<file path="config.mk">
export PLATFORM = sky130hd
export DESIGN_NAME = simkm_cell
export DESIGN_NICKNAME = d
export VERILOG_FILES = /design/src/rtl/simkm_pkg.sv /design/src/rtl/simkm_cell.sv
export SDC_FILE = /design/constraint.sdc
export NUM_CORES = 1
export LEC_CHECK = 0
export BUFFER_PORTS_ARGS = -buffer_cell sky130_fd_sc_hd__clkbuf_2
export CORE_ASPECT_RATIO = 1.2
export CORE_UTILIZATION = 30
export DETAILED_ROUTE_END_ITERATION = 16
export GPL_ROUTABILITY_DRIVEN = 0
export PLACE_DENSITY = 0.62
export SETUP_SLACK_MARGIN = 0.05
export SLEW_MARGIN = 40
export SYNTH_ARGS = -nofsm -noshare
export SYNTH_HDL_FRONTEND = slang
export SYNTH_SLANG_ARGS = --single-unit
</file>
<file path="constraint.sdc">
create_clock -name clk -period 2.8 [get_ports clk]
set_input_delay 0.42 -clock clk [delete_from_list [all_inputs] [get_ports clk]]
set_output_delay 0.42 -clock clk [all_outputs]
set_load 0.02 [all_outputs]
</file>
<file path="src/rtl/simkm_pkg.sv">
package simkm_pkg;

    // Default sizes of the table and of the coordinate fields.
    localparam int unsigned SIMKM_ENTRIES    = 256;
    localparam int unsigned SIMKM_COORD_BITS = 30;
    localparam int unsigned SIMKM_ACT_BITS   = 2;

    // Action codes of an input word.
    typedef enum logic [SIMKM_ACT_BITS-1:0] {
        ACT_CLEAR = 2'd0,
        ACT_LOAD  = 2'd1,
        ACT_QUERY = 2'd2
    } simkm_action_t;

    // Query token handed from cell to cell.
    typedef struct packed {
        logic valid;
        logic found;
    } simkm_tok_t;

endpackage

</file>
<file path="src/rtl/simkm_cell.sv">
// One table entry plus one stage of the query pipeline.
module simkm_cell
    import simkm_pkg::*;
#(
    parameter int unsigned COORD_BITS = SIMKM_COORD_BITS
)
(
    input  logic                  clk,
    input  logic                  rst_n,
    // Table control, broadcast to every cell.
    input  logic                  shift,
    input  logic                  clr,
    // Entry handed in from the previous cell, and out to the next.
    input  logic                  ent_valid_in,
    input  logic [COORD_BITS:0]   ent_low_in,
    input  logic [COORD_BITS:0]   ent_high_in,
    input  logic [COORD_BITS-1:0] ent_key_in,
    output logic                  ent_valid_out,
    output logic [COORD_BITS:0]   ent_low_out,
    output logic [COORD_BITS:0]   ent_high_out,
    output logic [COORD_BITS-1:0] ent_key_out,
    // Query word travelling along the chain.
    input  simkm_tok_t            tok_in,
    input  logic [COORD_BITS-1:0] time_in,
    input  logic [COORD_BITS-1:0] best_in,
    output simkm_tok_t            tok_out,
    output logic [COORD_BITS-1:0] time_out,
    output logic [COORD_BITS-1:0] best_out
);

    logic                  ent_valid_reg, ent_valid_next;
    logic [COORD_BITS:0]   ent_low_reg;
    logic [COORD_BITS:0]   ent_high_reg;
    logic [COORD_BITS-1:0] ent_key_reg;
    simkm_tok_t            tok_reg, tok_next;
    logic [COORD_BITS-1:0] time_reg;
    logic [COORD_BITS-1:0] best_reg, best_next;

    logic [COORD_BITS:0]   t_ext;
    logic                  match;
    logic                  take;

    // Range test on the zero-extended time, then keep the smaller key.
    always_comb
    begin
        t_ext     = {1'b0, time_in};
        match     = tok_in.valid && ent_valid_reg
                    && ($signed(ent_low_reg) <= $signed(t_ext))
                    && ($signed(t_ext) < $signed(ent_high_reg));
        take      = match && (!tok_in.found || (ent_key_reg < best_in));
        tok_next  = '{valid: tok_in.valid, found: tok_in.found | match};
        best_next = take ? ent_key_reg : best_in;
    end

    // A clear empties the cell; a load shifts the neighbour's entry in.
    always_comb
    begin
        ent_valid_next = ent_valid_reg;
        if (clr)
        begin
            ent_valid_next = 1'b0;
        end
        else if (shift)
        begin
            ent_valid_next = ent_valid_in;
        end
    end

    // Control state.
    always_ff @(posedge clk or negedge rst_n)
    begin
        if (!rst_n)
        begin
            ent_valid_reg <= 1'b0;
            tok_reg       <= '0;
        end
        else
        begin
            ent_valid_reg <= ent_valid_next;
            tok_reg       <= tok_next;
        end
    end

    // Entry and query payload.
    always_ff @(posedge clk)
    begin
        if (shift)
        begin
            ent_low_reg  <= ent_low_in;
            ent_high_reg <= ent_high_in;
            ent_key_reg  <= ent_key_in;
        end
        time_reg <= time_in;
        best_reg <= best_next;
    end

    assign ent_valid_out = ent_valid_reg;
    assign ent_low_out   = ent_low_reg;
    assign ent_high_out  = ent_high_reg;
    assign ent_key_out   = ent_key_reg;
    assign tok_out       = tok_reg;
    assign time_out      = time_reg;
    assign best_out      = best_reg;

endmodule

</file>
---- Word-level counts from Yosys, hierarchy flattened ----
Index checks and enable logic that the tools add are counted.
operators by class
  muxes and demuxes ....................... 3
  divide/modulo/power cells ............... 0
  add/sub/neg operators ................... 0
  reductions and logical operators ........ 7
  multiply operators ...................... 0
  equality and inequality tests ........... 0
  shifts and indexed selects .............. 0
  bitwise gates (word level) .............. 1
  $lt $le $gt $ge ......................... 3
operator list
  operator              count
  <= comparator 31 bit  1
  < comparator 31 bit   1
  < comparator 30 bit   1
  two-way mux 30 bit    1
  logical AND 1 bit     4
  two-way mux 1 bit     2
  nonzero test 2 bit    1
  logical NOT 1 bit     1
  logical OR 1 bit      1
  OR 1 bit              1
storage, ports and cells
  logic and storage cells ................. 22
  latch bits .............................. 0
  memory bits (read-only) ................. 0
  bits in registers ....................... 155
  memories kept ........................... 0
  bits in writable memories ............... 0

---- Logic depth before layout (Yosys ltp) ----
  depth in word-level cells ............... 5
  gate-level depth with buffers ........... 11
  depth with buffers taken out ............ 10

---- Worst setup path after synthesis ----
Ideal clock, no wire load.
  kind .................................... register -> register
  start ................................... register ent_low_reg[4], in the netlist ent_low_out[4]
  end ..................................... register best_reg[0], in the netlist best_out[0]
  arrival time ............................ 2.683 ns
  path slack .............................. -0.004 ns
  path buffers ............................ 1
  library setup time ...................... 0.121 ns
  stages on the path, launching flop included .. 11
  cells stage by stage .................... edfxtp_1 -> ha_1 -> a211oi_2 -> nor2_1 -> o31a_1 -> o41ai_2 -> a221oi_1 -> nor4b_2 -> a21boi_4 -> buf_12 -> mux2_4
between the ends
  longest elaborated chain between the ends .. 5
ends and longest elaborated chain
  what                    RTL line          RTL
  start, declared         simkm_cell.sv:32  logic [COORD_BITS:0] ent_low_reg;
  start signal, assigned  simkm_cell.sv:89  ent_low_reg <= ent_low_in;
  <= comparator 31 bit    simkm_cell.sv:48  && ($signed(ent_low_reg) <= $signed(t_ext))
  logical AND 1 bit       simkm_cell.sv:48
  logical AND 1 bit       simkm_cell.sv:49  && ($signed(t_ext) < $signed(ent_high_reg));
  logical AND 1 bit       simkm_cell.sv:50  take = match && (!tok_in.found || (ent_key_reg < best_in));
  two-way mux 30 bit      simkm_cell.sv:52  best_next = take ? ent_key_reg : best_in;
  net best_next[0]        simkm_cell.sv:37  logic [COORD_BITS-1:0] best_reg, best_next;
  end signal, assigned    simkm_cell.sv:94  best_reg <= best_next;
  end, declared           simkm_cell.sv:37
The timed path passes the listed nets, and every way through them passes these cells.
A chain may end at the register's enable or synchronous reset.

---- Final worst setup path ----
  start ................................... register ent_low_reg[6], in the netlist ent_low_out[6]
  end ..................................... register best_reg[14], in the netlist best_out[14]
The elaborated chain is that of the path after synthesis.

==> results by group <==
Clock network
  – Root Driver: clkbuf_16
  – CTS tree: yes
  – H-tree Lvls: 4
  – Clk_lat worst skew: 420 ps
  – CTS Buffer Depth: 2
  – Clock sink count: 155
  – Total CTS buffers: 17
  – Clock slew at reported path FFs: approximately 70 ps

Yosys
  – Ys async rst share: 0.0194
  – Number of synthesized flops with an enable pin: 92
  – Top cells by count, synth: edfxtp_1 (92), inv_1 (91), ha_1 (88)
  – FF+latch count, synth: between 150 and 200
  – Syn Area/Cell: 13.6 um2
  – Synthesized area: 0.00682 mm2
  – Cells after synthesis: approximately 500
  – Yosys top cell area share: 0.405
  – YS warnings: 0
  – Top FF cell, synth: edfxtp_1
  – Distinct cells, synth: 41
  – Most instantiated library cell after synthesis: edfxtp_1
  – Dominant cells by area after synthesis: edfxtp_1 (41%), dfxtp_1 (18%), ha_1 (16%)
  – Mapped Nets: 748
  – Register area share after synthesis: 0.592
  – Largest area contributor in the netlist: edfxtp_1

Power
  – Lkg Pwr: 0.00513 uW
  – Peak supply drop: approximately 370 uV
  – Overall power: 5990 uW
  – Pwr Density: between 500 and 600 mW/mm2

Timing
  – Tightest Pin Transition: 611 ps
  – Rel. slew slack: 0.588
  – Final period util: 1.05
  – Endpoints failing setup: 30
  – Final hold violation count: 0
  – Slew Limit Fails: 0
  – Final Skew: approximately 9.7 ps
  – Fin Setup TNS: -3610 ps
  – RSZ-0062 raised after global routing: yes
  – Max Fclk: roughly 0.34 GHz
  – Setup WS post-layout: -137 ps
  – Tmin final: 2940 ps

Cells and area
  – # fillers: 2058
  – Layout cells sized above 1: 0.512
  – Final net count: 1165
  – Final core utilization: 0.453
  – Layout area overhead: 48.6%
  – Cell Count, Final, Fillers Out: roughly 1.2k
  – Register area: 0.00404 mm2
  – Diode count: 0
  – Multi-input gate area: between 0.002 and 0.0025 mm2

Die
  – Die W: 140 um
  – IO Count: around 310
  – Core area: 0.0224 mm2
  – Initial Util: 0.305
  – Rows: 60
  – Die height: 167 um
  – Die Area: 0.0233 mm2

Hold path
  – Min-delay worst type: input port to register
  – Hold_sp: time_in[0]

Critical path
  – Crit path kind: register to register
  – Worst Path Arrival: 3240 ps
  – CP Capture Type: register
  – Crit Path Max Fanout: 6
  – Worst r2r src: ent_low_out[6]
  – Startpoint Class: register
  – FF-to-FF setup slack: -140 ps
  – CP startpoint: ent_low_out[6]
  – Worst EP required: 3100 ps

Routing
  – WL/cell: 16.0 um
  – Antenna-violating nets left: 0
  – Vias per cell: 4.37
  – Iteration-0 DRC Markers: around 110
  – Via count: 5289
  – Drt pass-1 iters: 4
  – Remaining DRCs: 0
  – Final wirelength: 19.3 mm

Run status
  – Failing checks: negative setup slack
  – Status: finished with violations

GRT
  – Largest net degree at the start of global routing: 48
  – Vias in the first global route: between 5k and 6k
  – First-pass GRT wire length: 28.7 mm
  – Met3 usage: 0.0426
  – Grt total ovfl: 0
  – Initial antenna violation count: 0
  – Met2 GRT Util: 0.300
  – Global route hottest layer: met2
  – Global Route met1 Usage: 0.184
  – Tot GR Track Use: 0.165

Flow run
  – Max-Cap Viols: 0

Place
  – IO Port Bufs: roughly 310
  – Post-DP HPWL: 15.6 mm
  – Post-Place Cells: 1166
-- worst paths after layout --
kind / to / cells after the start
setup / recovery: best_out[14] / 11
hold / removal: time_out[0] / 1
setup reg to reg: best_out[14] / 11
hold reg to reg: best_out[3] / 1
max in group asynchronous: ent_valid_out / 2
min in group asynchronous: tok_out[1] / 2
-- area by class of cell --
type                       instances  area share
sequential                       155       0.399
multi-input combinational        252       0.245
timing repair buffer             401       0.233
clock buffer                      17      0.0420
tap                              279      0.0345
inverter                          91      0.0337
clock inverter                    15      0.0135
-- worst max-delay path, cell delays in order, from the launching register on --
cell      delay (ps)
edfxtp_1         420
ha_1             330
nand4_1          120
a21oi_1           50
o31a_1           310
o41ai_4          310
a221oi_4         140
nor4b_4          280
a21boi_4         270
buf_12           160
buf_12           130
mux2_4           300
-- registers in the layout, summed over array words and instances, names as in the netlist --
register / flops
best_out: 30
ent_high_out: 31
ent_key_out: 30
ent_low_out: 31
ent_valid_out: 1
time_out: 30
tok_out: 2
-- placed cells by master (no fill, tap or decap), types with 4 or more instances in the layout --
master / n
clkbuf_16: 18
nand4_1: 13
buf_4: 79
mux2_4: 30
inv_1: 90
clkinv_4: 5
dfxtp_1: 60
o21ai_0: 11
a21oi_1: 26
buf_12: 4
nor2_1: 7
nand3_1: 5
clkbuf_2: 312
a21o_1: 8
nand2_1: 15
edfxtp_1: 92
ha_1: 85
o21ai_1: 6
-- per-stage QoR --
step | hold slack, ps | area, um2 | setup WS, ps
final | 133 | 10100 | -137
after global placement | 258 | 9310 | -358
after floorplan | 124 | 6840 | 73.3
after CTS | 113 | 10100 | -154
after global routing | 118 | 10100 | -310
after detailed placement | 261 | 9310 | -385
-- power breakdown --
part | internal (uW) | switching, uW
combinational | 497 | 598
sequential | 2590 | 96.7
clock | 1170 | 1030
-- kinds of logic after synthesis --
kind of cell / synth area share
flops: 0.592
buf+inv: 0.0589
fa+ha+maj: 0.161
compound gates: 0.0745
simple gates: 0.0451
mux: 0.0675
-- repair_timing --
action	in CTS	in global routing
gates resized for setup	13	2
buffers inserted	6	1
endpoints found under the setup margin	30	30
hold buffers	1	0
pin swaps	3	0
hold endpoints to repair	3	0
cloned	3	1
-- per-layer routing --
metal | up-vias | share of wire
met4 | 0 | 0.016
met2 | 224 | 0.51
met1 | 2402 | 0.40
met3 | 20 | 0.069
li1 | 2643 | -
met5 | - | 0
No activity file was read; power rests on OpenSTA's default activity.
